<file path="src/rtl/ssd_pkg.sv">
`timescale 1ns / 1ps
`default_nettype none

package ssd_pkg;

  localparam int SEG_W    = 8;
  localparam int ENABLE_W = 4;
  localparam int NUMBER_W = 16;
  localparam int DIGIT_W  = 4;

  typedef logic [1:0] cmd_field_t;

  typedef enum logic [1:0] {
    CMD_TICK  = 2'd0,
    CMD_SET   = 2'd1,
    CMD_CLEAR = 2'd2
  } cmd_t;

  // Stored digit code: blank, or one plus the hex value of the digit.
  typedef logic [4:0] code_t;

  localparam code_t CODE_BLANK = 5'd0;
  localparam code_t CODE_MAX   = 5'd16;

  localparam logic [SEG_W-1:0] SEG_BLANK = 8'hFF;

  // Active-low segment patterns, indexed by stored digit code.
  localparam logic [SEG_W-1:0] PATTERNS [17] = '{
    8'hFF, 8'h82, 8'hEE, 8'h07, 8'h46, 8'h6A, 8'h52, 8'h12, 8'hE6,
    8'h02, 8'h62, 8'h22, 8'h1A, 8'h93, 8'h0E, 8'h13, 8'h33
  };

  function automatic logic [SEG_W-1:0] seg_pattern(code_t code);
    logic [SEG_W-1:0] pat;
    if (code <= CODE_MAX) begin
      pat = PATTERNS[code];
    end else begin
      pat = SEG_BLANK;
    end
    return pat;
  endfunction

  function automatic longint unsigned pow10(int n);
    longint unsigned acc;
    acc = 64'd1;
    for (int i = 0; i < n; i++) begin
      acc = acc * 64'd10;
    end
    return acc;
  endfunction

endpackage

`default_nettype wire

</file>
<file path="src/rtl/ssd_if.sv">
`timescale 1ns / 1ps
`default_nettype none

interface ssd_item_if;
  logic        valid;
  logic        ready;
  logic [1:0]  cmd;
  logic [15:0] number;
  logic        keep_zeros;

  modport source (output valid, output cmd, output number, output keep_zeros, input ready);
  modport sink   (input valid, input cmd, input number, input keep_zeros, output ready);
endinterface

interface ssd_result_if;
  logic       valid;
  logic       ready;
  logic [7:0] segment_drive;
  logic [3:0] digit_enable;

  modport source (output valid, output segment_drive, output digit_enable, input ready);
  modport sink   (input valid, input segment_drive, input digit_enable, output ready);
endinterface

interface ssd_cfg_if;
  logic valid;
  logic ready;
  logic scan_enable;

  modport source (output valid, output scan_enable, input ready);
  modport sink   (input valid, input scan_enable, output ready);
endinterface

`default_nettype wire

</file>
<file path="src/rtl/ssd_dec_conv.sv">
`timescale 1ns / 1ps
`default_nettype none

module ssd_dec_conv #(
  parameter int NUM_DIGITS = 4
) (
  input  logic [15:0]                      number,
  input  logic                             keep_zeros,
  output ssd_pkg::code_t [NUM_DIGITS-1:0]  codes
);
  import ssd_pkg::*;

  localparam longint unsigned LIMIT = pow10(NUM_DIGITS) - 64'd1;
  localparam logic [NUMBER_W-1:0] LIMIT16 =
      (LIMIT > 64'd65535) ? 16'hFFFF : LIMIT[NUMBER_W-1:0];

  logic [NUMBER_W-1:0] value;
  logic [NUMBER_W-1:0] quot [NUM_DIGITS+1];
  logic [DIGIT_W-1:0]  digit [NUM_DIGITS];
  logic [NUM_DIGITS-1:0] blank;

  assign value   = (number > LIMIT16) ? LIMIT16 : number;
  assign quot[0] = value;

  // Each quotient by a power of ten is a multiply by a rounded-up
  // reciprocal; the shift is wide enough to be exact for 16-bit values.
  for (genvar k = 1; k <= NUM_DIGITS; k++) begin : g_quot
    localparam longint unsigned DIV = pow10(k);
    localparam int              SH  = 17 + $clog2(DIV);
    localparam longint unsigned MUL = ((64'd1 << SH) + DIV - 64'd1) / DIV;
    localparam logic [17:0]     MUL18 = MUL[17:0];

    logic [63:0] prod;
    assign prod    = {48'd0, value} * {46'd0, MUL18};
    assign quot[k] = NUMBER_W'(prod >> SH);
  end

  for (genvar k = 0; k < NUM_DIGITS; k++) begin : g_digit
    logic [NUMBER_W-1:0] rem_full;
    assign rem_full = quot[k] - (quot[k+1] << 3) - (quot[k+1] << 1);
    assign digit[k] = rem_full[DIGIT_W-1:0];
  end

  // Leading zeros blank from the top digit down; the ones digit always shows.
  always_comb begin
    blank = '0;
    for (int i = NUM_DIGITS - 1; i >= 1; i--) begin
      if (i == NUM_DIGITS - 1) begin
        blank[i] = !keep_zeros && (digit[i] == '0);
      end else begin
        blank[i] = blank[i+1] && (digit[i] == '0);
      end
    end
  end

  always_comb begin
    for (int i = 0; i < NUM_DIGITS; i++) begin
      codes[i] = blank[i] ? CODE_BLANK : code_t'({1'b0, digit[i]} + 5'd1);
    end
  end

endmodule

`default_nettype wire

</file>
<file path="src/rtl/seven_segment_scan_driver.sv">
`timescale 1ns / 1ps
`default_nettype none

// An accepted word passes through the input register, then the update stage
// that writes the digit store and the result register. Throughput: one word
// per cycle unless the result side stalls; the single update stage sets it.
// Reset (rst, synchronous, active high): all digits blank, scan position 0,
// segment and enable outputs 0, scan_enable 1, no word held.
module seven_segment_scan_driver #(
  parameter int NUM_DIGITS = 4
) (
  input  logic          clk,
  input  logic          rst,
  ssd_item_if.sink      item,
  ssd_result_if.source  result,
  ssd_cfg_if.sink       cfg
);
  import ssd_pkg::*;

  localparam int POS_W = (NUM_DIGITS > 1) ? $clog2(NUM_DIGITS) : 1;

  logic                scan_enable;
  logic                stage_valid;
  cmd_t                stage_cmd;
  logic [NUMBER_W-1:0] stage_number;
  logic                stage_fill;
  code_t               store [NUM_DIGITS];
  logic [POS_W-1:0]    scan_pos;
  logic [POS_W-1:0]    scan_pos_next;
  logic [SEG_W-1:0]    seg_drive;
  logic [ENABLE_W-1:0] enable_drive;
  logic [ENABLE_W-1:0] enable_next;
  logic                out_valid;

  logic  advance;
  logic  fire;
  code_t [NUM_DIGITS-1:0] set_codes;

  ssd_dec_conv #(.NUM_DIGITS(NUM_DIGITS)) u_conv (
    .number     (stage_number),
    .keep_zeros (stage_fill),
    .codes      (set_codes)
  );

  assign advance    = !out_valid || result.ready;
  assign fire       = stage_valid && advance;
  assign item.ready = !stage_valid || advance;
  assign cfg.ready  = 1'b1;

  assign result.valid         = out_valid;
  assign result.segment_drive = seg_drive;
  assign result.digit_enable  = enable_drive;

  assign scan_pos_next = (scan_pos == POS_W'(NUM_DIGITS - 1)) ? '0 : POS_W'(scan_pos + 1'b1);

  // Digits beyond the enable width have no enable bit.
  always_comb begin
    enable_next = '0;
    for (int i = 0; i < ENABLE_W; i++) begin
      if ((i < NUM_DIGITS) && (int'(scan_pos) == i)) begin
        enable_next[i] = 1'b1;
      end
    end
  end

  always_ff @(posedge clk) begin
    if (item.valid && item.ready) begin
      stage_cmd    <= cmd_t'(item.cmd);
      stage_number <= item.number;
      stage_fill   <= item.keep_zeros;
    end
  end

  always_ff @(posedge clk) begin
    if (rst) begin
      scan_enable  <= 1'b1;
      stage_valid  <= 1'b0;
      out_valid    <= 1'b0;
      scan_pos     <= '0;
      seg_drive    <= '0;
      enable_drive <= '0;
      for (int i = 0; i < NUM_DIGITS; i++) begin
        store[i] <= CODE_BLANK;
      end
    end else begin
      if (cfg.valid && cfg.ready) begin
        scan_enable <= cfg.scan_enable;
      end
      if (item.ready) begin
        stage_valid <= item.valid;
      end
      if (advance) begin
        out_valid <= stage_valid;
      end
      if (fire) begin
        case (stage_cmd)
          CMD_TICK: begin
            if (scan_enable) begin
              seg_drive    <= seg_pattern(store[scan_pos]);
              enable_drive <= enable_next;
              scan_pos     <= scan_pos_next;
            end
          end
          CMD_SET: begin
            for (int i = 0; i < NUM_DIGITS; i++) begin
              store[i] <= set_codes[i];
            end
          end
          CMD_CLEAR: begin
            for (int i = 0; i < NUM_DIGITS; i++) begin
              store[i] <= CODE_BLANK;
            end
          end
          default: begin
          end
        endcase
      end
    end
  end

endmodule

`default_nettype wire

</file>
<file path="src/flat_wrapper.sv">
// flat-port wrapper written by rule: the top's interface ports become plain ports
module seven_segment_scan_driver_flat import ssd_pkg::*;
#(
  parameter int NUM_DIGITS = 4
)
  (clk, rst, item_valid, item_cmd, item_number, item_keep_zeros, item_ready, result_valid, result_segment_drive, result_digit_enable, result_ready, cfg_valid, cfg_scan_enable, cfg_ready);
  ssd_item_if item_i ();
  ssd_result_if result_i ();
  ssd_cfg_if cfg_i ();
  input  logic clk;
  input  logic rst;
  input wire logic [$bits(item_i.valid)-1:0] item_valid;
  input wire logic [$bits(item_i.cmd)-1:0] item_cmd;
  input wire logic [$bits(item_i.number)-1:0] item_number;
  input wire logic [$bits(item_i.keep_zeros)-1:0] item_keep_zeros;
  output wire logic [$bits(item_i.ready)-1:0] item_ready;
  output wire logic [$bits(result_i.valid)-1:0] result_valid;
  output wire logic [$bits(result_i.segment_drive)-1:0] result_segment_drive;
  output wire logic [$bits(result_i.digit_enable)-1:0] result_digit_enable;
  input wire logic [$bits(result_i.ready)-1:0] result_ready;
  input wire logic [$bits(cfg_i.valid)-1:0] cfg_valid;
  input wire logic [$bits(cfg_i.scan_enable)-1:0] cfg_scan_enable;
  output wire logic [$bits(cfg_i.ready)-1:0] cfg_ready;
  assign item_i.valid = item_valid;
  assign item_i.cmd = item_cmd;
  assign item_i.number = item_number;
  assign item_i.keep_zeros = item_keep_zeros;
  assign item_ready = item_i.ready;
  assign result_valid = result_i.valid;
  assign result_segment_drive = result_i.segment_drive;
  assign result_digit_enable = result_i.digit_enable;
  assign result_i.ready = result_ready;
  assign cfg_i.valid = cfg_valid;
  assign cfg_i.scan_enable = cfg_scan_enable;
  assign cfg_ready = cfg_i.ready;
  seven_segment_scan_driver #(.NUM_DIGITS(NUM_DIGITS)) u_core (.clk(clk), .rst(rst), .item(item_i), .result(result_i), .cfg(cfg_i));
endmodule
</file>
<file path="config.mk">
export PLATFORM = sky130hd
export DESIGN_NAME = seven_segment_scan_driver_flat
export DESIGN_NICKNAME = d
export VERILOG_FILES = /design/src/rtl/ssd_pkg.sv /design/src/rtl/ssd_if.sv /design/src/rtl/ssd_dec_conv.sv /design/src/rtl/seven_segment_scan_driver.sv /design/src/flat_wrapper.sv
export SDC_FILE = /design/constraint.sdc
export NUM_CORES = 1
export LEC_CHECK = 0
export BUFFER_PORTS_ARGS = -buffer_cell sky130_fd_sc_hd__buf_2
export CAP_MARGIN = 40
export CORE_ASPECT_RATIO = 1.25
export CORE_MARGIN = 5
export CORE_UTILIZATION = 23
export CTS_BUF_LIST = sky130_fd_sc_hd__clkbuf_4 sky130_fd_sc_hd__clkbuf_8
export CTS_CLUSTER_SIZE = 25
export DETAILED_ROUTE_END_ITERATION = 8
export PLACE_DENSITY = 0.43
export SETUP_SLACK_MARGIN = 0.1
export SYNTH_ARGS = -nofsm -noshare
export SYNTH_HDL_FRONTEND = slang
export SYNTH_SLANG_ARGS = --single-unit
</file>
<file path="constraint.sdc">
create_clock -name clk -period 13.8 [get_ports clk]
set_input_delay 2.76 -clock clk [delete_from_list [all_inputs] [get_ports clk]]
set_output_delay 2.76 -clock clk [all_outputs]
set_load 0.02 [all_outputs]
</file>
==> summary.txt <==
SETUP PATH
----------------------------------------------------------------------------------
Register-to-Register Path Depth .....................................           32
Data arrival time at the worst-slack endpoint .......................     11.10 ns
Class of the most critical setup path ...............................      reg2reg
CP startpoint kind ..................................................         flop
Critical-path cell with the highest stage delay .....................         ha_1
Worst flop-to-flop path startpoint .................................. u_core.stage_number[12]$_DFFE_PP_
Required time at the endpoint of the critical path ..................     13.96 ns
Instance count on the critical path .................................           32
Cell family with the largest share of critical-path delay ...........  adder cells
CP Capture Point .................................................... u_core.store[1][0]$_SDFFCE_PP0P_
Delay of the slowest critical-path stage ............................      0.80 ns
Crit end category ...................................................         flop
Timing startpoint of the critical path .............................. u_core.stage_number[12]$_DFFE_PP_
Critical path peak fanout ...........................................           11
Reg-to-Reg End ...................................................... u_core.store[1][0]$_SDFFCE_PP0P_
Number of buffer and inverter instances along the worst setup path ..            5
Reg2Reg Setup Slack .................................................      2.86 ns

CTS
----------------------------------------------------------------------------------
Number of gates resized after cts ...................................            0
Cts bufs inserted ...................................................            9
Clk buf depth .......................................................            2
Number of levels in the clock H-tree ................................            3
# hold bufs at CTS ..................................................            0
Sink count of the clock tree ........................................           58
Setup Fix Bufs, Post-CTS ............................................            0
Clock-pin slew on the worst setup and hold paths ....................      0.07 ns
Source-to-sink clock delay at the later pin of the worst-skew pair ..      0.36 ns
Cell at the root of the clock tree ..................................     clkbuf_8
CTS tree ............................................................        built

FINAL LAYOUT
----------------------------------------------------------------------------------
Multi-input gate area in the final layout ...........................    14000 µm²
Number of inserted filler cells in the final layout .................         8015
Antenna Diode Count .................................................            0
Sequential cell area in the final layout ............................     1450 µm²
Number of nets in the layout ........................................         2528
Cell area after layout ..............................................    19100 µm²
Growth of design area from synthesis to finish ......................        10.4%
Share of final-layout standard cells stronger than drive strength 1 .       0.0522
Post-Layout Cell Count ..............................................         2789

DRT
----------------------------------------------------------------------------------
Routed length per instance ..........................................      19.8 µm
DRT iter0 DRCs ......................................................          600
Total wire length after detailed routing ............................      55.3 mm
Count of TritonRoute iterations in the first routing pass ...........            5
Average vias per placed instance ....................................         4.38
Number of antenna-violating nets in the routed design ...............            0
DRC errors left .....................................................            0
Vias after detailed routing .........................................        12.2k

YOSYS
----------------------------------------------------------------------------------
Cell Area, Synth ....................................................    17300 µm²
Cell with the most instances after synthesis ........................        inv_1
Leading cell types by total area after synthesis .................... fa_1 (34%), ha_1 (29%), inv_1 (11%)
Flip-flop and latch count after synthesis ...........................           58
Number of enable flip-flop cells after synthesis ....................           29
Post-synth top cells ................................................ inv_1 (484), ha_1 (395), fa_1 (293), nand2_1 (64), a21oi_1 (58)
Post-Synthesis Cells ................................................         1732
Async S/R FF share, synth ...........................................            0
Syn. warnings .......................................................            0
Number of different library cells in the post-synthesis netlist .....           71
Primary flip-flop cell chosen by synthesis mapping ..................     edfxtp_1
Area share of the largest cell type after synthesis .................        0.340
Mean instance size in the synthesized netlist .......................     9.97 µm²
Cell accounting for the most synthesized area .......................         fa_1
Portion of the post-synthesis area used by sequential elements ......       0.0840

POWER AND IR DROP
----------------------------------------------------------------------------------
Cell leakage power ..................................................      9.84 nW
Worst vdd ir ........................................................     0.259 mV
Power density normalized to cell area ...............................   214 nW/µm²
Final total power ...................................................      4.08 mW

PLACED DESIGN
----------------------------------------------------------------------------------
Placed wire-length estimate .........................................      49.0 mm
Placed cell areas ...................................................    18900 µm²
Gpl congestion ......................................................        0.957
Number of I/O port buffers ..........................................           38
Number of placed instances with taps included .......................         2773

TIMING
----------------------------------------------------------------------------------
Setup Viol. Count Final .............................................            0
Max-slew violation total from the final report ......................            0
Unrepaired setup endpoints after global routing .....................           no
Shortest clock period the worst path allows after layout ............     10.94 ns
Crit share post-route ...............................................        0.793
Transition time of the tightest slew-check pin ......................     0.842 ns
Total Negative Setup Slacks .........................................         0 ns
Hold Violations, Final ..............................................            0
Relative slew slack .................................................        0.439
Peak clock frequency supported by timing ............................     91.4 MHz
Clock skew ..........................................................    0.0104 ns

GRT
----------------------------------------------------------------------------------
Busiest metal layer after global routing ............................         met2
Number of global-route vias before repair ...........................        13.5k
Met3 track utilization from global routing ..........................       0.0126
GRT Util Overall ....................................................        0.140
First-pass GRT wire length ..........................................      84.2 mm
Met2 capacity usage during global routing ...........................        0.251
GR Util met1 ........................................................        0.177
Global route overflow ...............................................            0
Maximum number of pins on one net before global-route repair ........           22
Initial antenna violation count .....................................            0

FLOORPLAN
----------------------------------------------------------------------------------
Core area ...........................................................    74600 µm²
Placement row count .................................................          112
Total die area ......................................................    80700 µm²
Die width ...........................................................       255 µm
Effective utilization at floorplan ..................................        0.232
Number of top-level pins ............................................           40
Die H ...............................................................       316 µm

WORST HOLD PATH
----------------------------------------------------------------------------------
Hold path startpoint ................................................ u_core.result.digit_enable[1]$_SDFFE_PP0P_
Type of the worst min-delay path ....................................      reg2reg

RUN
----------------------------------------------------------------------------------
Max-Cap Viols .......................................................            0

OUTCOME
----------------------------------------------------------------------------------
Result of the run ................................................... finished clean

sequential cells by signal (all words and copies together) (netlist names), named ones only:
| name | flops |
|---|---|
| u_core.scan_pos | 2 |
| u_core.stage_valid | 1 |
| u_core.stage_cmd | 2 |
| u_core.result.segment_drive | 8 |
| u_core.result.digit_enable | 4 |
| u_core.stage_number | 16 |
| u_core.store | 20 |
| u_core.scan_enable | 1 |
| u_core.result.valid | 1 |
| u_core.stage_fill | 1 |
layout make-up:
type | instances | area share
multi-input combinational | 1202 | 0.737
timing repair buffer | 60 | 0.0193
inverter | 484 | 0.0953
sequential | 58 | 0.0761
clock inverter | 6 | 0.00171
clock buffer | 10 | 0.00722
tap | 969 | 0.0636
per-stage QoR:
| step | hold slack (ns) | setup slack [ns] | util |
|---|---|---|---|
| 2_1_floorplan | 0.415 | 5.02 | - |
| 4_1_cts | 0.460 | 2.85 | 0.256 |
| 3_3_place_gp | 0.443 | 3.18 | 0.253 |
| 3_5_place_dp | 0.443 | 2.90 | 0.253 |
| 5_1_grt | 0.488 | 2.19 | 0.256 |
| 6_report | 0.455 | 2.86 | 0.256 |
tightest hold or removal path, delay by kind of cell, from the launching register on:
family	cells	cell delay, ns
compound gates	1	0.05
simple gates	1	0.05
flops	1	0.31
logic make-up after synthesis:
logic type	Yosys count	synth area share
other cells	2	0.000435
fa+ha+maj	688	0.626
buf+inv	504	0.110
mux	8	0.00761
xor+xnor	59	0.0320
simple gates	228	0.0668
flops	58	0.0840
compound gates	185	0.0736
cell usage in the layout (no fill, tap or decap), drive strengths merged, types with 34 or more instances in the layout:
cell,synthesis,final
nand2,64,64
nor2,48,48
conb,2,34
inv,484,484
xnor2,38,38
a21oi,58,58
fa,293,293
ha,395,395
buf,1,60
metal layers:
metal	vias to the layer above	routed length [µm]
met5	-	0
met4	0	2030
met3	70	1630
met2	237	27800
met1	6199	23800
li1	5718	-
power by group:
group / internal [mW] / switching, mW / total (mW)
Clock: 0.0683 / 0.0728 / 0.141
Sequential: 0.200 / 0.0105 / 0.210
Combinational: 1.54 / 2.19 / 3.73
worst min path at each step:
stage | end | slack, ns | depth (start not counted)
finish | u_core.result.digit_enable[1]$_SDFFE_PP0P_ | 0.46 | 2
global route | u_core.result.digit_enable[1]$_SDFFE_PP0P_ | 0.49 | 2
CTS | u_core.store[0][0]$_SDFFE_PP0P_ | 0.46 | 2
detailed placement | u_core.store[0][0]$_SDFFE_PP0P_ | 0.44 | 2
global placement | u_core.store[0][0]$_SDFFE_PP0P_ | 0.44 | 2
floorplan | u_core.store[3][4]$_SDFFE_PP0P_ | 0.41 | 2
(Power assumes the default switching activity.)
